===== src/bspwm_pkg.sv =====
// Shared types and constants of the button stepped fast PWM block.
`default_nettype none

package bspwm_pkg;

    // Field and register widths
    localparam int TOP_W      = 16;
    localparam int RATIO_W    = 11;
    localparam int DUTY_W     = 7;
    localparam int PRE_W      = 10;
    localparam int CFG_IDX_W  = 1;
    localparam int CFG_DATA_W = 16;

    // Register indexes
    localparam logic [CFG_IDX_W-1:0] CFG_TOP_VALUE      = 1'd0;
    localparam logic [CFG_IDX_W-1:0] CFG_PRESCALE_RATIO = 1'd1;

    // Register reset values
    localparam logic [TOP_W-1:0]   TOP_RESET   = 16'd15625;
    localparam logic [RATIO_W-1:0] RATIO_RESET = 11'd1024;

    // Duty stepping
    localparam logic [DUTY_W-1:0] DUTY_STEP      = 7'd10;
    localparam logic [DUTY_W-1:0] DUTY_MIN       = 7'd10;
    localparam logic [DUTY_W-1:0] DUTY_MAX       = 7'd100;
    localparam logic [DUTY_W-1:0] DUTY_INC_LIMIT = 7'd90;
    localparam logic [DUTY_W-1:0] DUTY_DEC_LIMIT = 7'd20;

    // Prescaler limit
    localparam logic [RATIO_W-1:0] PRESCALE_MAX = 11'd1024;

    // Divide by 100 through a reciprocal: q = (p * ceil(2^30 / 100)) >> 30,
    // exact for every product below 2^23.
    localparam int PROD_W       = TOP_W + DUTY_W;
    localparam int RECIP_W      = 24;
    localparam int RECIP_SHIFT  = 30;
    localparam int RECIP_PROD_W = PROD_W + RECIP_W;
    localparam logic [RECIP_W-1:0] RECIP_K = 24'd10737419;

    // Work queue between front and back
    localparam int QUEUE_DEPTH = 4;
    localparam int Q_PTR_W     = $clog2(QUEUE_DEPTH);
    localparam int Q_CNT_W     = $clog2(QUEUE_DEPTH + 1);

    // One classified word: duty after the button check and its compare value
    typedef struct packed {
        logic [DUTY_W-1:0] duty;
        logic [TOP_W-1:0]  cmp;
    } t_work;

    // Read side of the work queue
    typedef struct packed {
        logic  valid;
        t_work work;
    } t_q_rd;

endpackage

`default_nettype wire


===== src/bspwm_front.sv =====
// Front end: button edge check, duty update and compare value pipeline.
`default_nettype none

module bspwm_front (
    input  wire                             i_clk,
    input  wire                             i_rst_n,
    input  wire                             i_valid,
    input  wire                             i_inc_level,
    input  wire                             i_dec_level,
    input  wire                             i_sample,
    input  wire [bspwm_pkg::TOP_W-1:0]      i_top_value,
    input  wire [bspwm_pkg::Q_CNT_W-1:0]    i_q_count,
    output logic                            o_ready,
    output logic                            o_push,
    output bspwm_pkg::t_work                o_work
);

    logic                               r_last_inc;
    logic                               r_last_dec;
    logic [bspwm_pkg::DUTY_W-1:0]       r_duty;
    logic                               n_last_inc;
    logic                               n_last_dec;
    logic [bspwm_pkg::DUTY_W-1:0]       n_duty;

    logic                               r_s1_valid;
    logic [bspwm_pkg::DUTY_W-1:0]       r_s1_duty;
    logic [bspwm_pkg::PROD_W-1:0]       r_s1_prod;
    logic [bspwm_pkg::PROD_W-1:0]       n_s1_prod;

    logic                               r_s2_valid;
    logic [bspwm_pkg::DUTY_W-1:0]       r_s2_duty;
    logic [bspwm_pkg::TOP_W-1:0]        r_s2_cmp;
    logic [bspwm_pkg::RECIP_PROD_W-1:0] s2_wide;

    logic [bspwm_pkg::Q_CNT_W:0]        in_flight;
    logic                               accept;
    logic                               fall_inc;
    logic                               fall_dec;

    // Take a word only while the queue has room for everything in flight
    assign in_flight = {1'b0, i_q_count}
                     + {{bspwm_pkg::Q_CNT_W{1'b0}}, r_s1_valid}
                     + {{bspwm_pkg::Q_CNT_W{1'b0}}, r_s2_valid};
    assign o_ready   = in_flight < (bspwm_pkg::Q_CNT_W + 1)'(bspwm_pkg::QUEUE_DEPTH);
    assign accept    = i_valid & o_ready;

    // Detect sampled falling edges; increase wins over decrease
    assign fall_inc = r_last_inc & ~i_inc_level;
    assign fall_dec = r_last_dec & ~i_dec_level;

    always_comb begin
        n_duty     = r_duty;
        n_last_inc = r_last_inc;
        n_last_dec = r_last_dec;
        if (accept && i_sample) begin
            if (fall_inc) begin
                if (r_duty <= bspwm_pkg::DUTY_INC_LIMIT) begin
                    n_duty = r_duty + bspwm_pkg::DUTY_STEP;
                end
            end else if (fall_dec) begin
                if (r_duty >= bspwm_pkg::DUTY_DEC_LIMIT) begin
                    n_duty = r_duty - bspwm_pkg::DUTY_STEP;
                end
            end
            n_last_inc = i_inc_level;
            n_last_dec = i_dec_level;
        end
    end

    // Form top * duty, then divide by 100 through the reciprocal
    assign n_s1_prod = bspwm_pkg::PROD_W'(i_top_value) * bspwm_pkg::PROD_W'(n_duty);
    assign s2_wide   = bspwm_pkg::RECIP_PROD_W'(r_s1_prod)
                     * bspwm_pkg::RECIP_PROD_W'(bspwm_pkg::RECIP_K);

    // Control state
    always_ff @(posedge i_clk) begin
        if (!i_rst_n) begin
            r_duty     <= bspwm_pkg::DUTY_MIN;
            r_last_inc <= 1'b1;
            r_last_dec <= 1'b1;
            r_s1_valid <= 1'b0;
            r_s2_valid <= 1'b0;
        end else begin
            r_duty     <= n_duty;
            r_last_inc <= n_last_inc;
            r_last_dec <= n_last_dec;
            r_s1_valid <= accept;
            r_s2_valid <= r_s1_valid;
        end
    end

    // Pipeline payload
    always_ff @(posedge i_clk) begin
        r_s1_duty <= n_duty;
        r_s1_prod <= n_s1_prod;
        r_s2_duty <= r_s1_duty;
        r_s2_cmp  <= s2_wide[bspwm_pkg::RECIP_SHIFT +: bspwm_pkg::TOP_W];
    end

    assign o_push      = r_s2_valid;
    assign o_work.duty = r_s2_duty;
    assign o_work.cmp  = r_s2_cmp;

    // The compare never exceeds the period top
    a_cmp_le_top: assert property (@(posedge i_clk) disable iff (!i_rst_n)
        r_s2_valid |-> (r_s2_cmp <= i_top_value))
        else $error("compare value above top");

    // Duty always stays on its allowed range
    a_duty_range: assert property (@(posedge i_clk) disable iff (!i_rst_n)
        accept |=> (r_duty >= bspwm_pkg::DUTY_MIN && r_duty <= bspwm_pkg::DUTY_MAX))
        else $error("duty out of range");

endmodule

`default_nettype wire


===== config.mk =====
export PLATFORM = sky130hd
export DESIGN_NAME = bspwm_front
export DESIGN_NICKNAME = d
export VERILOG_FILES = /design/src/bspwm_pkg.sv /design/src/bspwm_front.sv
export SDC_FILE = /design/constraint.sdc
export NUM_CORES = 1
export LEC_CHECK = 0
export ABC_AREA = 1
export BUFFER_PORTS_ARGS = -buffer_cell sky130_fd_sc_hd__buf_2
export CORE_MARGIN = 2
export CORE_UTILIZATION = 50
export CTS_CLUSTER_SIZE = 30
export DETAILED_ROUTE_END_ITERATION = 12
export GPL_TIMING_DRIVEN = 0
export PLACE_DENSITY_LB_ADDON = 0.15
export SYNTH_ARGS = -nofsm -noshare
export SYNTH_HDL_FRONTEND = slang
export SYNTH_SLANG_ARGS = --single-unit

===== constraint.sdc =====
create_clock -name i_clk -period 10.93 [get_ports i_clk]
set_input_delay 1.6395 -clock i_clk [delete_from_list [all_inputs] [get_ports i_clk]]
set_output_delay 1.6395 -clock i_clk [all_outputs]
set_load 0.005 [all_outputs]

# After elaboration in Yosys (flattened, before gate mapping)
# Cells that the tools add are included.
[totals] regBits=64 wordCells=29
[op_classes] n_addsub=4 n_mul=2 n_lt_le_gt_ge=3 n_mux=5 bitwise=5 reduce_logical=1
[op_table] op="$mul 23x24->46 const B" n=1
[op_table] op="$mux 7" n=5
[op_table] op="$mul 16x7->23" n=1
[op_table] op="$add 7x4->7 const B" n=1
[op_table] op="$ge 7x5->1 const B" n=1
[op_table] op="$le 7x7->1 const B" n=1
[op_table] op="$sub 7x4->7 const B" n=1
[op_table] op="$add 3x1->4" n=1
[op_table] op="$add 4x1->4" n=1
[op_table] op="$lt 4x3->1 const B" n=1
[op_table] op="$and 1x1->1" n=3
[op_table] op="$not 1->1" n=2
[op_table] op="$logic_and 1x1->1" n=1

# Logic depth before layout (Yosys ltp)
# Gate-level depths: netlist (run 1).
[depth] ltp_word=7 ltp_mapped=28

# Worst setup path after synthesis (run 1)
# No wires, ideal clock.
[synth_path] path_type="input-to-reg" start="input port i_q_count[0] (netlist bit)" end="register r_s1_prod[22] (netlist bit)" setup_ps=112 arrival_ps=6074 setup_slack_ps=4743 cell_stages=22 n_path_buf=2 path_cell_list="ha_1 > a21o_1 > nand2_1 > nand3b_1 > nor2_2 > buf_4 > nand4_2 > buf_2 > a21oi_1 > fa_1 > fa_1 > fa_1 > ha_1 > ha_1 > a21oi_1 > o21ai_0 > a21oi_1 > o21bai_1 > nand2_1 > nand2_1 > nand2_1 > nand2_1"
[synth_between] elab_chain_len=7
[synth_lines] item="from (decl)" line="bspwm_front.sv:12" source="input wire [bspwm_pkg::Q_CNT_W-1:0] i_q_count,"
[synth_lines] item="$add 3x1->4" line="bspwm_front.sv:42" source="+ {{bspwm_pkg::Q_CNT_W{1'b0}}, r_s1_valid}"
[synth_lines] item="$add 4x1->4" line="bspwm_front.sv:43" source="+ {{bspwm_pkg::Q_CNT_W{1'b0}}, r_s2_valid};"
[synth_lines] item="$lt 4x3->1" line="bspwm_front.sv:44" source="assign o_ready = in_flight < (bspwm_pkg::Q_CNT_W + 1)'(bspwm_pkg::QUEUE_DEPTH);"
[synth_lines] item="$and 1x1->1" line="bspwm_front.sv:45" source="assign accept = i_valid & o_ready;"
[synth_lines] item="$logic_and 1x1->1" line="bspwm_front.sv:55" source="if (accept && i_sample) begin"
[synth_lines] item="$mux 7" line="bspwm_front.sv:55"
[synth_lines] item="$mul 16x7->23" line="bspwm_front.sv:71" source="assign n_s1_prod = bspwm_pkg::PROD_W'(i_top_value) * bspwm_pkg::PROD_W'(n_duty);"
[synth_lines] item="via n_s1_prod (one bit)" line="bspwm_front.sv:28" source="logic [bspwm_pkg::PROD_W-1:0] n_s1_prod;"
[synth_lines] item="to (signal assigned)" line="bspwm_front.sv:95" source="r_s1_prod <= n_s1_prod;"
[synth_lines] item="to (decl)" line="bspwm_front.sv:27" source="logic [bspwm_pkg::PROD_W-1:0] r_s1_prod;"
# The timed path passes the listed nets, and every way through them passes these cells.
# A chain may end at the register's enable or synchronous reset.

# Final worst setup path (run 1)
# Same ends and word-level chain as after synthesis.

==> impl_metrics.tcl, run 1 <==
set metrics [dict create \
    final_util_pct 53.8 \
    area_growth_syn_to_layout_pct 6.78 \
    dr.pass1.iters 5 \
    tns_ps 0 \
    cts-root-buf "clkbuf_16" \
    report.final.slew_viol_count 0 \
    rows 63 \
    avgSynthCellArea_um2 8.30 \
    routed_wirelength_um 37300 \
    core_region_area_um2 29400 \
    dieArea_um2 31000 \
    dp_hpwl_um 34000 \
    grt-ovfl-total 0 \
    ant_nets 0 \
    routedWlPerCell_um 16.6 \
    drtIter0Drc 560 \
    maxSlewHeadroom_pct 52.1 \
    viasPerCell 5.11 \
    syn_area_um2 14800 \
    cts_tree "built" \
    finalClockSkew_ps 12.7 \
    postCtsHoldBufs 0 \
    diodes 0 \
    grt_pass1_wl_um 60600 \
    cts_made_buffers 9 \
    drive_gt1_share_pct 5.08 \
    min_to "r_s2_duty[4]$_DFF_P_" \
    end_kind "register" \
    clock_latency_ps 330 \
    clkTransAtPathRegs_ps 60 \
    cts_resized 0 \
    synthDistinctLibCells 39 \
    cp-start-kind "primary input" \
    fp.dieH_um 176 \
    io-pin-count 50 \
    via_count 11450 \
    rsz0062_at_grt "false" \
    cts_sinks 60 \
    ys_seq_area_share_pct 8.11 \
    setup_viol 0 \
    initial_core_util_pct 50.4 \
    critPathKind "in -> reg" \
    antenna_found_initial 0 \
    finalWeightedCongestion 0.980 \
    reg2reg_to "r_s2_cmp[14]$_DFF_P_" \
    place_ws_ps 3950 \
    post_cts_buffers 0 \
    final_hold_viol_count 0 \
    drc 0 \
    hp-class "reg -> reg" \
    syn-num-nets 2346 \
    cp.required_ps 11150 \
    worstPathArrival_ps 6890 \
    grt_pass1_vias 11938 \
    hp-start "r_s1_duty[4]$_DFF_P_" \
    worst_slack_ps 4260 \
    ys_seq_elements 60 \
    grt_max_degree 13 \
    fin_crit_sh_pct 61.1 \
    syn_inst 1786 \
    ys_warn_count 0 \
    r2r-start "r_s1_prod[6]$_DFF_P_" \
    clock.fmax_mhz 150 \
    grt_usage_pct 25.4 \
    cts_buffer_depth 2 \
    status "completed" \
    drv_cap 0 \
    io_buffers 48 \
    htree_levels 3 \
    crit_path_max_fanout 10 \
    min_delay_path_depth 0 \
    worst_pin_slew_ps 717 \
    layout.nets 2405 \
    fp.dieW_um 176 \
    reg2reg_setup_slack_ps 4670 \
    rr_worst_depth 21 \
    fin_crit_ps 6670 \
]
critical path, cell delays in order:
cell	delay, ps
buf_2	100
ha_1	280
a21o_1	190
nand2_1	50
nand3b_1	110
nor2_2	250
buf_4	240
nand4_2	250
buf_2	300
a21oi_1	230
fa_1	450
fa_1	460
fa_1	500
ha_1	320
ha_1	360
a21oi_1	220
o21ai_0	160
a21oi_1	330
o21bai_1	150
nand2_1	130
nand2_1	60
nand2_1	60
nand2_1	50
worst max path at each step:
stage	startpoint	to	slack [ps]	cells after the start
after CTS	i_q_count[0]	r_s1_prod[22]$_DFF_P_	4280	23
after floorplan	i_q_count[0]	r_s1_prod[22]$_DFF_P_	4740	22
final	i_q_count[0]	r_s1_prod[22]$_DFF_P_	4260	23
after detailed placement	i_q_count[0]	r_s1_prod[22]$_DFF_P_	3950	24
after global placement	i_q_count[0]	r_s1_prod[22]$_DFF_P_	3970	23
after global routing	i_q_count[0]	r_s1_prod[22]$_DFF_P_	3860	23
cells in the mapped netlist:
master	n	share of area [%]
ha_1	295	25
nand3_2	1	0.068
o21ai_1	2	0.068
o31ai_1	1	0.051
a21oi_1	90	3.0
inv_1	456	12
nor3b_1	1	0.051
or2_2	2	0.084
buf_4	3	0.15
nand2_2	8	0.34
nor2_2	4	0.17
o211ai_1	1	0.051
nand3_1	50	1.7
xor2_2	1	0.11
a21boi_0	2	0.10
a211oi_1	2	0.10
o21bai_1	18	0.91
o21ai_0	30	1.0
buf_6	4	0.30
o21ai_4	1	0.11
xor2_1	15	0.89
conb_1	1	0.025
nand4_1	18	0.76
o21a_1	1	0.051
inv_2	1	0.025
nand3b_1	3	0.15
nor4_1	1	0.042
dfxtp_1	60	8.1
fa_1	240	32
a31oi_1	1	0.042
nand2_1	297	7.5
a21o_1	6	0.30
and2_1	2	0.084
nor2_1	144	3.6
nor3_1	12	0.41
inv_4	1	0.042
buf_2	3	0.10
nand4_2	1	0.084
xnor2_1	7	0.41
cells in the final DEF (no fill, tap or decap), types with 2 or more instances in the layout:
master,synthesis,layout
o21bai_1,18,18
inv_6,0,2
a211oi_1,2,2
nand3b_1,3,3
nand4_1,18,18
and2_1,2,2
ha_1,295,295
o21ai_1,2,2
xor2_1,15,15
or2_2,2,2
clkinv_2,0,2
a21boi_0,2,2
xnor2_1,7,7
buf_6,4,4
nand2_1,297,297
buf_2,3,51
a21o_1,6,6
clkinvlp_4,0,2
buf_4,3,3
inv_1,456,456
fa_1,240,240
nor2_2,4,4
o21ai_0,30,30
dfxtp_1,60,60
clkbuf_16,0,9
a21oi_1,90,90
nor2_1,144,144
nand3_1,50,50
nand2_2,8,8
nor3_1,12,12
kinds of logic (layout without fill, tap and decap cells):
family          after synthesis  count (layout)  share of synthesized area (%)
xor+xnor                     23              23                           1.41
other cells                   1               1                         0.0253
buf+inv                     468             532                           12.2
fa+ha+maj                   535             535                           57.3
flops                        60              60                           8.11
compound gates              155             155                           5.84
simple gates                544             544                           15.1
registers in the layout, summed over array words and instances, names as in the netlist:
name        flops
r_s1_prod      22
r_s2_cmp       16
r_duty          6
r_s1_duty       6
r_s2_duty       6
o_push          1
r_last_dec      1
r_last_inc      1
r_s1_valid      1
layout make-up:
| type | instances | area (um2) |
|---|---|---|
| Buffer | 10 | 82.6 |
| Clock buffer | 9 | 225 |
| Clock inverter | 7 | 51.3 |
| Fill cell | 2864 | 13600 |
| Inverter | 458 | 1720 |
| Multi-Input combinational cell | 1258 | 11800 |
| Sequential cell | 60 | 1200 |
| Tap cell | 390 | 488 |
| Timing Repair Buffer | 48 | 240 |
per-layer routing:
layer  up-vias  wire [um]  track usage (%)  part of all wire [%]
li1       5580          -                -                     -
met1      5523      15800             32.8                    43
met2       288      18400             44.6                    49
met3        59       1620             2.00                   4.3
met4         0       1390             9.33                   3.7
met5         -          0                0                     0
through the flow:
step                area [um2]  hold slack [ps]  cells
CTS                      15800              331   2240
floorplan                14800              310   1786
detailed placement       15500              313   2224
finish                   15800              333   2240
global route             15800              333   2240
global placement         15500              316   2224
Power of run 1 is left out: the tool's default activity adds up to more than one toggle a clock period on the data nets, which glitch-free logic cannot reach.
==> run 2, diff against run 1 <==
- clock period: 10.93 -> 5.5 ns (I/O delays scaled with it)
==> impl_metrics.tcl, run 2 (synthesis results as in run 1) <==
set metrics [dict create \
    final_cell_mix "inv_1 (448), nand2_1 (272), ha_1 (270)" \
    crit_path_max_incr_delay_ps 590 \
    min_to "r_s2_duty[4]$_DFF_P_" \
    grt-ovfl-total 0 \
    layout.nets 2432 \
    clock.fmax_mhz 180 \
    cp.required_ps 5720 \
    drive_gt1_share_pct 15.0 \
    finalClockSkew_ps 12.3 \
    finalWeightedCongestion 0.980 \
    diodes 0 \
    area_growth_syn_to_layout_pct 14.6 \
    via_count 11635 \
    critPathKind "reg -> reg" \
    min_delay_path_depth 0 \
    initial_core_util_pct 50.4 \
    top_usage_layer "met2" \
    reg2reg_setup_slack_ps -70 \
    io-pin-count 50 \
    gr-usage-met1_pct 33.4 \
    cts_sinks 60 \
    seqCellArea_um2 1250 \
    grt_max_degree 13 \
    hp-start "r_s1_duty[4]$_DFF_P_" \
    multiInputGateArea_um2 12700 \
    report.final.slew_viol_count 0 \
    violations "setup timing" \
    grtUsageMet2_pct 45.2 \
    io_buffers 48 \
    end_kind "register" \
    cp-start-kind "register" \
    gr-usage-met3_pct 2.07 \
    crit_path_cell_trace "inv_1, fa_1, fa_1, fa_1, inv_1, fa_1, fa_1, fa_1, fa_1, ha_4, nand2_1, inv_2, nand2_2, nor2_2, nand2_1, nor2_2, nand2_1, and2_1, nand4_1, nand2_1" \
    dr.pass1.iters 5 \
    final_util_pct 57.7 \
    rsz0062_at_grt "true" \
    core_region_area_um2 29400 \
    routed_wirelength_um 38700 \
    cts-root-buf "clkbuf_16" \
    critPathSlowestCell "fa_1" \
    crit_path_max_fanout 6 \
    reg2reg_to "r_s2_cmp[11]$_DFF_P_" \
    layout_commonest_cell "inv_1" \
    hp-class "reg -> reg" \
    ant_nets 0 \
    worst_pin_slew_ps 512 \
    top_register "r_s1_prod" \
    fillers 2720 \
    reg_top3 "r_s1_prod: 22 flops, r_s2_cmp: 16 flops" \
    worst_slack_ps -67.2 \
    worstPathArrival_ps 5780 \
    htree_levels 3 \
    maxSlewHeadroom_pct 65.5 \
    fp.dieW_um 176 \
    antenna_found_initial 0 \
    rows 63 \
    r2r-start "r_s1_prod[11]$_DFF_P_" \
    drc 0 \
    postCtsHoldBufs 0 \
    cts_made_buffers 9 \
    clkTransAtPathRegs_ps 60 \
    grt_pass1_wl_um 61700 \
    rr_worst_depth 20 \
    cts_buffer_depth 2 \
    final_hold_viol_count 0 \
    crit_start "r_s1_prod[11]$_DFF_P_" \
    fp.dieH_um 176 \
    dp_hpwl_um 34000 \
    fin_crit_sh_pct 101 \
    routedWlPerCell_um 17.1 \
    grt_pass1_vias 12111 \
    dieArea_um2 31000 \
    cts_tree "built" \
    grt_usage_pct 25.8 \
    largest_reg_flops 22 \
    drtIter0Drc 670 \
    clock_latency_ps 330 \
    status "complete, but fails checks" \
    drv_cap 0 \
    setup_viol 4 \
    fin_crit_ps 5570 \
    critPathMostFrequentCell "fa_1" \
    viasPerCell 5.13 \
]
-- run 2: area by class of cell --
| class | count | area share (%) |
|---|---|---|
| buffer | 10 | 0.685 |
| tap | 390 | 2.87 |
| clock inverter | 7 | 0.302 |
| sequential | 60 | 7.38 |
| clock buffer | 9 | 1.33 |
| multi-input combinational | 1258 | 74.6 |
| timing repair buffer | 75 | 2.68 |
| inverter | 458 | 10.2 |
-- run 2: worst max-delay path, delay by kind of cell, from the launching register on --
kind          cells  cell delay (ps)
fa+ha+maj         8             3810
buf+inv           3              280
flops             1              410
simple gates      9              950
-- run 2: what timing repair did --
item,CTS,global route
gates cloned,0,0
setup buffers,9,18
endpoints found under the setup margin,27,27
gates resized for setup,110,128
pin swaps,15,32
-- run 2: per-stage QoR --
step                setup WS (ps)  TNS (ps)  std cells  hold slack, ps  instance area [um2]
floorplan                    84.0         0       1786             310                14800
global placement             -671    -14550       2224             316                15500
detailed placement           -667    -15210       2224             313                15500
CTS                         -5.23     -5.23       2249             331                16300
global route                 -186     -2530       2267             333                17000
finish                      -67.2      -112       2267             333                17000
-- run 2: metal layers --
metal	routed length, um	part of all wire (%)
met1	16300	42
met2	19400	50
met3	1630	4.2
met4	1320	3.4
met5	0	0
-- run 2: worst max path at each step --
| stage | slack (ps) | to |
|---|---|---|
| floorplan | 80 | r_s2_cmp[12]$_DFF_P_ |
| global placement | -670 | r_s2_cmp[14]$_DFF_P_ |
| detailed placement | -670 | r_s1_prod[22]$_DFF_P_ |
| CTS | -5 | r_s2_cmp[11]$_DFF_P_ |
| global route | -190 | r_s2_cmp[11]$_DFF_P_ |
| finish | -70 | r_s2_cmp[11]$_DFF_P_ |
Power of run 2 is left out for the same reason.
==> run 3, diff against run 2 <==
- ABC_AREA: 1 -> 0
==> impl_metrics.tcl, run 3 <==
set metrics [dict create \
    area_growth_syn_to_layout_pct 22.2 \
    io-pin-count 50 \
    grt-ovfl-total 0 \
    drv_cap 0 \
    ys_seq_elements 60 \
    cts_tree "built" \
    dp_hpwl_um 25500 \
    critPathKind "reg -> reg" \
    clock.fmax_mhz 166 \
    viasPerCell 5.10 \
    ys_async_sr_fraction_pct 0 \
    final_cell_mix "inv_1 (293), ha_1 (256), fa_1 (226)" \
    maxSlewHeadroom_pct 67.0 \
    initial_core_util_pct 50.4 \
    routed_wirelength_um 31300 \
    htree_levels 3 \
    final_hold_viol_count 0 \
    synth_ff_type "dfxtp_1" \
    crit_family "adder cells" \
    postCtsHoldBufs 0 \
    rsz0062_at_grt "true" \
    end_kind "register" \
    reg2reg_setup_slack_ps -530 \
    fillers 2168 \
    io_buffers 47 \
    min_delay_path_depth 0 \
    finalClockSkew_ps 9.63 \
    avgSynthCellArea_um2 10.3 \
    crit_path_max_fanout 6 \
    syn_inst 1314 \
    synth_top_cell_area_share_pct 35.7 \
    tns_ps -5400 \
    dr.pass1.iters 4 \
    cts-root-buf "clkbuf_16" \
    grt_pass1_vias 9895 \
    largest_reg_flops 22 \
    syn-num-nets 1874 \
    timing.critical_path.buf_inv 5 \
    setup_viol 18 \
    worst_pin_slew_ps 489 \
    layout_commonest_cell "inv_1" \
    synth_area_leaders "fa_1 (36%), ha_1 (27%), dfxtp_1 (8.9%)" \
    rows 60 \
    finalWeightedCongestion 0.907 \
    synth_top_area_cell "fa_1" \
    r2r-start "r_s1_prod[5]$_DFF_P_" \
    rr_worst_depth 21 \
    syn_area_um2 13500 \
    critPathSlowestCell "fa_1" \
    place_ws_ps -1130 \
    ys_seq_area_share_pct 8.92 \
    layout.nets 2017 \
    status "complete, but fails checks" \
    drc 0 \
    hp-class "reg -> reg" \
    antenna_found_initial 0 \
    report.final.slew_viol_count 0 \
    via_count 9195 \
    fp.dieW_um 168 \
    fp.dieH_um 168 \
    grt_pass1_wl_um 50800 \
    drive_gt1_share_pct 24.3 \
    top_register "r_s1_prod" \
    grt_usage_pct 23.3 \
    core_region_area_um2 26700 \
    violations "setup timing" \
    fin_crit_sh_pct 110 \
    dieArea_um2 28300 \
    drtIter0Drc 432 \
    cts_buffer_depth 2 \
    worstPathArrival_ps 6290 \
    ys_warn_count 0 \
    critPathMostFrequentCell "fa_1" \
    diodes 0 \
    fin_crit_ps 6030 \
    cts_made_buffers 9 \
    reg2reg_to "r_s2_cmp[14]$_DFF_P_" \
    routedWlPerCell_um 17.4 \
    crit_path_cell_trace "inv_2, fa_2, fa_1, fa_1, inv_1, fa_1, fa_1, fa_1, inv_1, fa_1, inv_1, ha_1, a21oi_2, o211ai_1, a41oi_2, nor2_2, a211oi_4, buf_6, o21ai_4, a221o_1, and2_1" \
    synth_most_common_cell "inv_1" \
    clkTransAtPathRegs_ps 70 \
    yosys-top-cells-count "inv_1 (314), ha_1 (295), fa_1 (240)" \
    crit_path_max_incr_delay_ps 540 \
    worst_slack_ps -533 \
    multiInputGateArea_um2 12200 \
    ant_nets 0 \
    cts_sinks 60 \
    cp-start-kind "register" \
    seqCellArea_um2 1270 \
    hp-start "r_s1_duty[4]$_DFF_P_" \
    synthDistinctLibCells 59 \
    cp.required_ps 5750 \
    grt_max_degree 14 \
    hold_ws_ps 329 \
    reg_top3 "r_s1_prod: 22 flops, r_s2_cmp: 16 flops" \
    min_to "r_s2_duty[4]$_DFF_P_" \
    clock_latency_ps 360 \
    synth-edff-count 0 \
]
==> run 3: what timing repair did <==
| action | 4_1_cts | 5_1_grt |
|---|---|---|
| cloned | 0 | 0 |
| endpoints found under the setup margin | 31 | 27 |
| buffers inserted | 73 | 32 |
| resized for setup | 126 | 106 |
| pin swaps | 78 | 88 |
==> run 3: cell type report <==
class                      instances  area share, %
clock inverter                     7          0.365
buffer                            10          0.608
sequential                        60           7.73
tap                              341           2.59
timing repair buffer             132           5.95
multi-input combinational        930           74.1
clock buffer                       9           1.37
inverter                         314           7.28
==> run 3: worst max-delay path by stage <==
stage                                      from               endpoint  slack [ps]  cells after the start
final                      r_s1_prod[5]$_DFF_P_   r_s2_cmp[14]$_DFF_P_        -530                     21
after CTS                  r_s1_prod[3]$_DFF_P_   r_s2_cmp[14]$_DFF_P_        -550                     22
after floorplan            r_s1_prod[4]$_DFF_P_   r_s2_cmp[14]$_DFF_P_        -270                     20
after global routing      r_s1_prod[10]$_DFF_P_   r_s2_cmp[14]$_DFF_P_        -760                     24
after detailed placement   r_duty[1]$_SDFF_PN1_  r_s1_prod[21]$_DFF_P_       -1130                     25
after global placement              i_inc_level  r_s1_prod[21]$_DFF_P_       -1080                     23
==> run 3: layer usage <==
| metal | routed length (um) | global-route usage, % | up-vias |
|---|---|---|---|
| met5 | 0 | 0 | - |
| met2 | 15000 | 40.4 | 157 |
| met3 | 1260 | 3.60 | 27 |
| li1 | - | - | 4461 |
| met1 | 14600 | 31.1 | 4550 |
| met4 | 473 | 4.57 | 0 |
==> run 3: cell families (layout without fill, tap and decap cells) <==
group,count (synthesis),count (layout),share of synthesized area [%]
fa+ha+maj,535,535,63.1
buf+inv,324,472,9.07
simple gates,211,211,8.90
compound gates,137,137,7.01
flops,60,60,8.92
xor+xnor,44,44,2.86
mux,2,2,0.149
other cells,1,1,0.0278
==> run 3: metrics by stage <==
| stage | util [%] | std cells | area, um2 |
|---|---|---|---|
| detailed placement | 54.4 | 1702 | 14500 |
| global route | 61.6 | 1803 | 16500 |
| finish | 61.6 | 1803 | 16500 |
| floorplan | - | 1314 | 13900 |
| CTS | 59.5 | 1783 | 15900 |
| global placement | 54.4 | 1702 | 14500 |
Power of run 3 is left out for the same reason.
